`src/rtl/wmpf_pkg.sv`:
```
// shared types and constants for the windowed medoid position filter
`default_nettype none

package wmpf_pkg;

   // width of the window size register
   localparam int CFG_W  = 5;
   // saturating distance sum width
   localparam int SUM_W  = 56;
   // deviation width (n * sum - total)
   localparam int DEV_W  = 64;
   // squared deviation width
   localparam int SQ_W   = 128;
   // accumulator width: n * squared deviation, sum of squared deviations
   localparam int WIDE_W = 136;
   // multiplier operand and product widths
   localparam int MUL_W  = 32;
   localparam int PROD_W = 64;

   localparam logic [SUM_W-1:0] SUM_MAX = '1;

   // request action codes
   localparam logic ACT_SAMPLE = 1'b0;
   localparam logic ACT_CLEAR  = 1'b1;

   // left shift applied to a product before it is accumulated
   typedef enum logic [2:0] {
      SH_0,
      SH_32,
      SH_33,
      SH_64,
      SH_96
   } shift_type;

   // one operation for the shared multiply-accumulate unit
   typedef struct packed {
      logic             valid;
      logic             clr;
      shift_type        sh;
      logic [MUL_W-1:0] op_a;
      logic [MUL_W-1:0] op_b;
   } mac_op_type;

endpackage

`default_nettype wire

```
`src/rtl/wmpf_mac.sv`:
```
// shared multiply-accumulate unit: registered product, then shifted accumulate
`default_nettype none

module wmpf_mac (
   input  wire logic                        clock,
   input  wire logic                        reset,
   input  wire wmpf_pkg::mac_op_type        op,
   output logic [wmpf_pkg::WIDE_W-1:0]      acc
);
   import wmpf_pkg::*;

   logic [PROD_W-1:0] prod_ff, prod_in;
   logic              pvld_ff;
   logic              pclr_ff;
   shift_type         psh_ff;
   logic [WIDE_W-1:0] acc_ff, acc_in;
   logic [WIDE_W-1:0] shifted;

   // one 32x32 multiply per cycle
   assign prod_in = PROD_W'(op.op_a) * PROD_W'(op.op_b);

   // align the product and add it in
   always_comb begin
      case (psh_ff)
         SH_0:    shifted = WIDE_W'(prod_ff);
         SH_32:   shifted = WIDE_W'(prod_ff) << 32;
         SH_33:   shifted = WIDE_W'(prod_ff) << 33;
         SH_64:   shifted = WIDE_W'(prod_ff) << 64;
         SH_96:   shifted = WIDE_W'(prod_ff) << 96;
         default: shifted = WIDE_W'(prod_ff);
      endcase
      acc_in = acc_ff;
      if (pvld_ff) begin
         acc_in = (pclr_ff ? {WIDE_W{1'b0}} : acc_ff) + shifted;
      end
   end

   always_ff @(posedge clock) begin
      if (reset) begin
         pvld_ff <= 1'b0;
      end else begin
         pvld_ff <= op.valid;
      end
      prod_ff <= prod_in;
      pclr_ff <= op.clr;
      psh_ff  <= op.sh;
      acc_ff  <= acc_in;
   end

   assign acc = acc_ff;

endmodule

`default_nettype wire

```
`config.mk`:
```
export PLATFORM = sky130hd
export DESIGN_NAME = wmpf_mac
export DESIGN_NICKNAME = d
export VERILOG_FILES = /design/src/rtl/wmpf_pkg.sv /design/src/rtl/wmpf_mac.sv
export SDC_FILE = /design/constraint.sdc
export NUM_CORES = 2
export LEC_CHECK = 0
export ABC_CLOCK_PERIOD_IN_PS = 8300
export BUFFER_PORTS_ARGS = -buffer_cell sky130_fd_sc_hd__buf_2
export CORE_UTILIZATION = 40
export CTS_CLUSTER_SIZE = 24
export DETAILED_ROUTE_END_ITERATION = 10
export PLACE_DENSITY = 0.59
export SLEW_MARGIN = 20
export SYNTH_ARGS = -nofsm -noshare
export SYNTH_HDL_FRONTEND = slang
export SYNTH_SLANG_ARGS = --single-unit
```
`constraint.sdc`:
```
create_clock -name clock -period 8.3 [get_ports clock]
set_input_delay 1.245 -clock clock [delete_from_list [all_inputs] [get_ports clock]]
set_output_delay 1.245 -clock clock [all_outputs]
set_load 0.01 [all_outputs]
```
**Yosys cells after proc, flatten, opt, wreduce, memory -nomap -nowiden**

Cells that the tools add are included.
Widths: inputs -> output; s select.

- Multipliers: 1
- Equality and inequality tests: 4
- Muxes and demuxes: 2
- Add/subtract/negate cells: 1

Operator list:

| operator | number |
|---|---|
| $pmux 136 s4 | 1 |
| $add 136x136->136 | 1 |
| $mux 136 | 1 |
| $mul 32x32->64 | 1 |
| $eq 3x2->1 const B | 2 |
| $eq 3x1->1 const B | 1 |
| $eq 3x3->1 const B | 1 |

- Register bits after elaboration: 205
- Word-level logic and storage cells: 13
- Output and inout bits: 136

**Longest topological paths before layout**

- Word-level depth: 3
- Mapped depth: 28
- Mapped depth without buffers: 26

**Worst setup path after synthesis**

Ideal clock, no wire load.

- Kind: input-to-reg
- Start point: input op[8] (netlist name)
- End point: register prod_ff[59]
- Required time: 8.173 ns
- Data arrival time: 7.912 ns
- Cell stages on the path: 25
- Setup time: 0.127 ns
- Buffers on the path: 1
- Slack: 0.262 ns
- Path through: clkbuf_1 -> and2_1 -> fa_1 -> fa_1 -> inv_1 -> fa_1 -> fa_1 -> inv_1 -> fa_1 -> fa_1 -> fa_1 -> inv_1 -> fa_1 -> inv_1 -> ha_1 -> a21o_1 -> a21o_1 -> a21o_1 -> a221oi_1 -> o21ai_0 -> a221oi_4 -> o2111ai_1 -> nand3_1 -> o21ai_0 -> xor2_1

- Longest elaborated chain between the ends: 1

Ends and longest elaborated chain:

| element | line | source |
|---|---|---|
| start: declaration | wmpf_mac.sv:7 | `input wire wmpf_pkg::mac_op_type op,` |
| $mul 32x32->64 | wmpf_mac.sv:20 | `assign prod_in = PROD_W'(op.op_a) * PROD_W'(op.op_b);` |
| net prod_in[59] | wmpf_mac.sv:12 | `logic [PROD_W-1:0] prod_ff, prod_in;` |
| end signal: assignment | wmpf_mac.sv:44 | `prod_ff <= prod_in;` |
| end: declaration | wmpf_mac.sv:12 |  |

The timed path passes the listed nets, and every way through them passes these cells.
A chain may end at the register's enable or synchronous reset.

**Final worst setup path**

- Start point: input op[41] (netlist name)
- End point: register prod_ff[63]

Same word-level chain as after synthesis.

==> results.sh <==
export IMPL_slew_headroom_pct=33.4
export IMPL_path_clk_slew_ns=0.07
export IMPL_ant_nets=0
export IMPL_cts_htree_levels=1
export IMPL_synth_ff_type="edfxtp_1"
export IMPL_cts_buffer_depth=3
export IMPL_crit_start="op[41]"
export IMPL_synth_edf_count=136
export IMPL_hold_start="pvld_ff"
export IMPL_ys_seq_area_share_pct=10.6
export IMPL_cts_root_buf="clkbuf_16"
export IMPL_dpl_instance_area_um2=55600
export IMPL_die_area_um2=130000
export IMPL_io_pins=207
export IMPL_fin_crit_sh_pct=96.1
export IMPL_cpPeakStageDelay_ns=0.58
export IMPL_die_y_um=361
export IMPL_cp_arrival_ns=8.42
export IMPL_drt_pass1_iterations=5
export IMPL_cap_violations=0
export IMPL_path_class="in -> reg"
export IMPL_port_buffers=206
export IMPL_worstMarginPinSlew_ns=0.995
export IMPL_fmax_ghz=0.125
export IMPL_dieWidth_um=361
export IMPL_grt_pass1_wl_um=254000
export IMPL_num_rows=131
export IMPL_synth_avg_cell_area_um2=8.78
export IMPL_end_kind="flip-flop"
export IMPL_critPathLaunchType="input port"
export IMPL_synthAdderAreaFrac_pct=44.6
export IMPL_grtUsageTotal_pct=25.1
export IMPL_yosys_area_share_xor_xnor_pct=3.30
export IMPL_status="finished, final reports clean"
export IMPL_drt_iter0_drc=2942
export IMPL_synth_cells=5860
export IMPL_synthMuxAreaShare_pct=1.25
export IMPL_cp_max_fo=19
export IMPL_layout_drive_gt1_share_pct=9.55
export IMPL_worstPathRequired_ns=8.75
export IMPL_finalCriticalPeriod_ns=7.97
export IMPL_grt_pass1_vias=42400
export IMPL_synth_cell_types=79
export IMPL_fin_nets=7393
export IMPL_grt_antenna_before_repair=13
export IMPL_dp_slack_ns=-0.284
export IMPL_synth_net_count=7226
export IMPL_cts_setup_buffers=0
export IMPL_floorplan_initialDensity_pct=40.3
export IMPL_finalHoldViolCount=0
export IMPL_ctsHoldBuffers=0
export IMPL_rsz0062_at_grt="false"
export IMPL_cts_sinks=205
export IMPL_final_area_um2=56400
export IMPL_vias=41200
export IMPL_fin_ws_ns=0.328
export IMPL_globalplace_congestion=0.964
export IMPL_synth_top_family_by_area="adder cells"
export IMPL_async_flop_share_pct=0
export IMPL_critical_path_cell_chain="buf_2, nand2_1, fa_1, inv_1, fa_1, fa_1, fa_1, fa_1, fa_1, fa_1, inv_1, fa_1, inv_1, ha_1, a21o_1, a21o_1, a21o_1, a221oi_1, o21ai_0, a221oi_4, o2111ai_1, a31oi_1, o21bai_1, xnor2_1"
export IMPL_clkLatencyLatePin_ns=0.58
export IMPL_r2r_start="psh_ff[1]"
export IMPL_ys_ff_latch=205
export IMPL_crit_path_frequent_cell="fa_1"
export IMPL_drc=0
export IMPL_area_delta_synth_final_pct=9.73
export IMPL_overflow=0
export IMPL_crit_slowest_cell="fa_1"
export IMPL_finalMaxSlewViolations=0
export IMPL_synth_compound_area_share_pct=12.1
export IMPL_wl_per_cell_um=21.2
export IMPL_cts_made_buffers=24
export IMPL_hpwl_um=141000
export IMPL_skew_ns=0.0191
export IMPL_setup_violations=0
export IMPL_hp_class="reg -> reg"
export IMPL_syn_area_um2=51400
export IMPL_grt_max_degree=78
export IMPL_vias_per_cell=5.35
export IMPL_drt_total_wl_um=164000
export IMPL_tritoncts="done"
export IMPL_synth_simple_area_share_pct=18.9
export IMPL_yosys_warnings=0
export IMPL_core_area_um2=128000
==> cell families (layout without fill, tap and decap cells) <==
kind of cell,after synthesis,count (layout)
AO/OA/AOI/OAI,950,950
multiplexers,64,64
flip-flops,205,205
XOR/XNOR,194,194
AND/OR/NAND/NOR,1885,1885
adder cells (fa/ha/maj),1295,1295
other,0,5
buffers and inverters,1267,1452
==> stage by stage <==
stage	hold slack, ns	utilization [%]	TNS [ns]	cells
after floorplan	0.704	-	0	5860
after global placement	0.681	43.6	-1.60	7663
after detailed placement	0.688	43.6	-2.86	7663
after CTS	0.705	44.2	0	7707
after global routing	0.722	44.3	0	7708
final	0.686	44.3	0	7712
==> cells in the mapped netlist, drive strengths merged (5+ instances only) <==
| cell type | instances | share of area [%] |
|---|---|---|
| xnor2 | 126 | 2.1 |
| a31oi | 29 | 0.36 |
| or3 | 5 | 0.061 |
| or2 | 7 | 0.085 |
| nor4 | 8 | 0.11 |
| edfxtp | 136 | 7.9 |
| a22o | 62 | 1.1 |
| fa | 897 | 35 |
| nand2b | 24 | 0.29 |
| o221ai | 6 | 0.10 |
| xor2 | 68 | 1.2 |
| and3 | 21 | 0.27 |
| nor2b | 192 | 2.3 |
| a2111oi | 7 | 0.13 |
| and2 | 625 | 7.6 |
| o21ai | 174 | 1.7 |
| mux2i | 63 | 1.2 |
| and4 | 8 | 0.14 |
| nor3 | 43 | 0.43 |
| ha | 398 | 9.7 |
| nor2 | 187 | 1.4 |
| a41oi | 9 | 0.17 |
| a21o | 103 | 1.5 |
| a21oi | 320 | 3.1 |
| nand4 | 90 | 1.1 |
| o211ai | 12 | 0.18 |
| buf | 20 | 0.17 |
| a211oi | 46 | 0.67 |
| a221oi | 12 | 0.30 |
| clkbuf | 338 | 2.5 |
| inv | 909 | 6.6 |
| o21bai | 46 | 0.67 |
| nand2 | 624 | 4.6 |
| a21boi | 18 | 0.26 |
| o311ai | 5 | 0.085 |
| o21a | 16 | 0.23 |
| nand3 | 42 | 0.41 |
| dfxtp | 69 | 2.7 |
| a221o | 36 | 0.70 |
| o31ai | 18 | 0.28 |
| a311oi | 7 | 0.12 |
==> routing by layer <==
layer	GRT usage (%)	part of all wire, %	vias to the layer above
met1	34.3	44	20700
met5	0	0.042	-
met2	41.4	47	1237
met4	8.27	3.6	10
met3	2.72	5.4	218
li1	-	-	19100
==> sequential cells by signal, indices dropped and copies added (netlist names) <==
signal and cells:
psh_ff 3, pvld_ff 1, pclr_ff 1, acc 136, prod_ff 64
==> critical path, delay by kind of cell <==
family | cells | cell delay, ns
adder cells (fa/ha/maj) | 9 | 4.33
AND/OR/NAND/NOR | 1 | 0.14
XOR/XNOR | 1 | 0.14
AO/OA/AOI/OAI | 9 | 1.93
buffers and inverters | 4 | 0.60
==> cell type report <==
cell class	count	area, um2
multi-input cells	4388	41200
diodes	5	12.5
clock buffers	33	749
repair buffers	499	3390
inverters	909	3410
well taps	1662	2080
flip-flops and latches	205	5480
fillers	12700	71100
clock inverters	11	101
==> final timing paths <==
path / to / slack [ns] / cells after the start
setup / recovery: prod_ff[63] / 0.33 / 24
hold / removal: acc[104] / 0.69 / 0
setup reg to reg: acc[120] / 2.15 / 18
hold reg to reg: acc[104] / 0.69 / 0
==> cell usage in the layout (no fill, tap or decap), types with 8 or more instances in the layout <==
cell / synthesis / routed
a21o_1: 101 / 101
nor2_1: 187 / 185
clkbuf_16: 0 / 28
a22o_1: 62 / 62
nand2_1: 624 / 624
buf_2: 10 / 202
o21bai_1: 46 / 46
a31oi_1: 28 / 28
o211ai_1: 12 / 12
a221oi_1: 8 / 8
a41oi_1: 8 / 8
nand4_1: 90 / 90
mux2i_1: 63 / 63
inv_1: 909 / 909
o21ai_1: 13 / 13
o21ai_0: 161 / 161
o31ai_1: 16 / 16
nor3_1: 42 / 42
dfxtp_1: 69 / 64
a21oi_1: 318 / 318
xnor2_1: 126 / 125
o21a_1: 16 / 16
and4_1: 8 / 8
fa_1: 897 / 897
a21boi_0: 17 / 17
a221o_1: 36 / 36
nand3_1: 42 / 42
ha_1: 398 / 398
nor2b_1: 192 / 192
buf_12: 0 / 12
and2_1: 625 / 625
a211oi_1: 46 / 46
edfxtp_1: 136 / 136
buf_4: 0 / 281
nand2b_1: 24 / 24
xor2_1: 68 / 68
and3_1: 20 / 20
==> timing repair <==
action	in CTS	in global routing
setup endpoints to repair	0	2
gates resized for setup	0	5
endpoints found under the hold margin	0	0
Power is not shown: default switching activity piles up to over one toggle a cycle in this logic, so the estimate is an artifact.
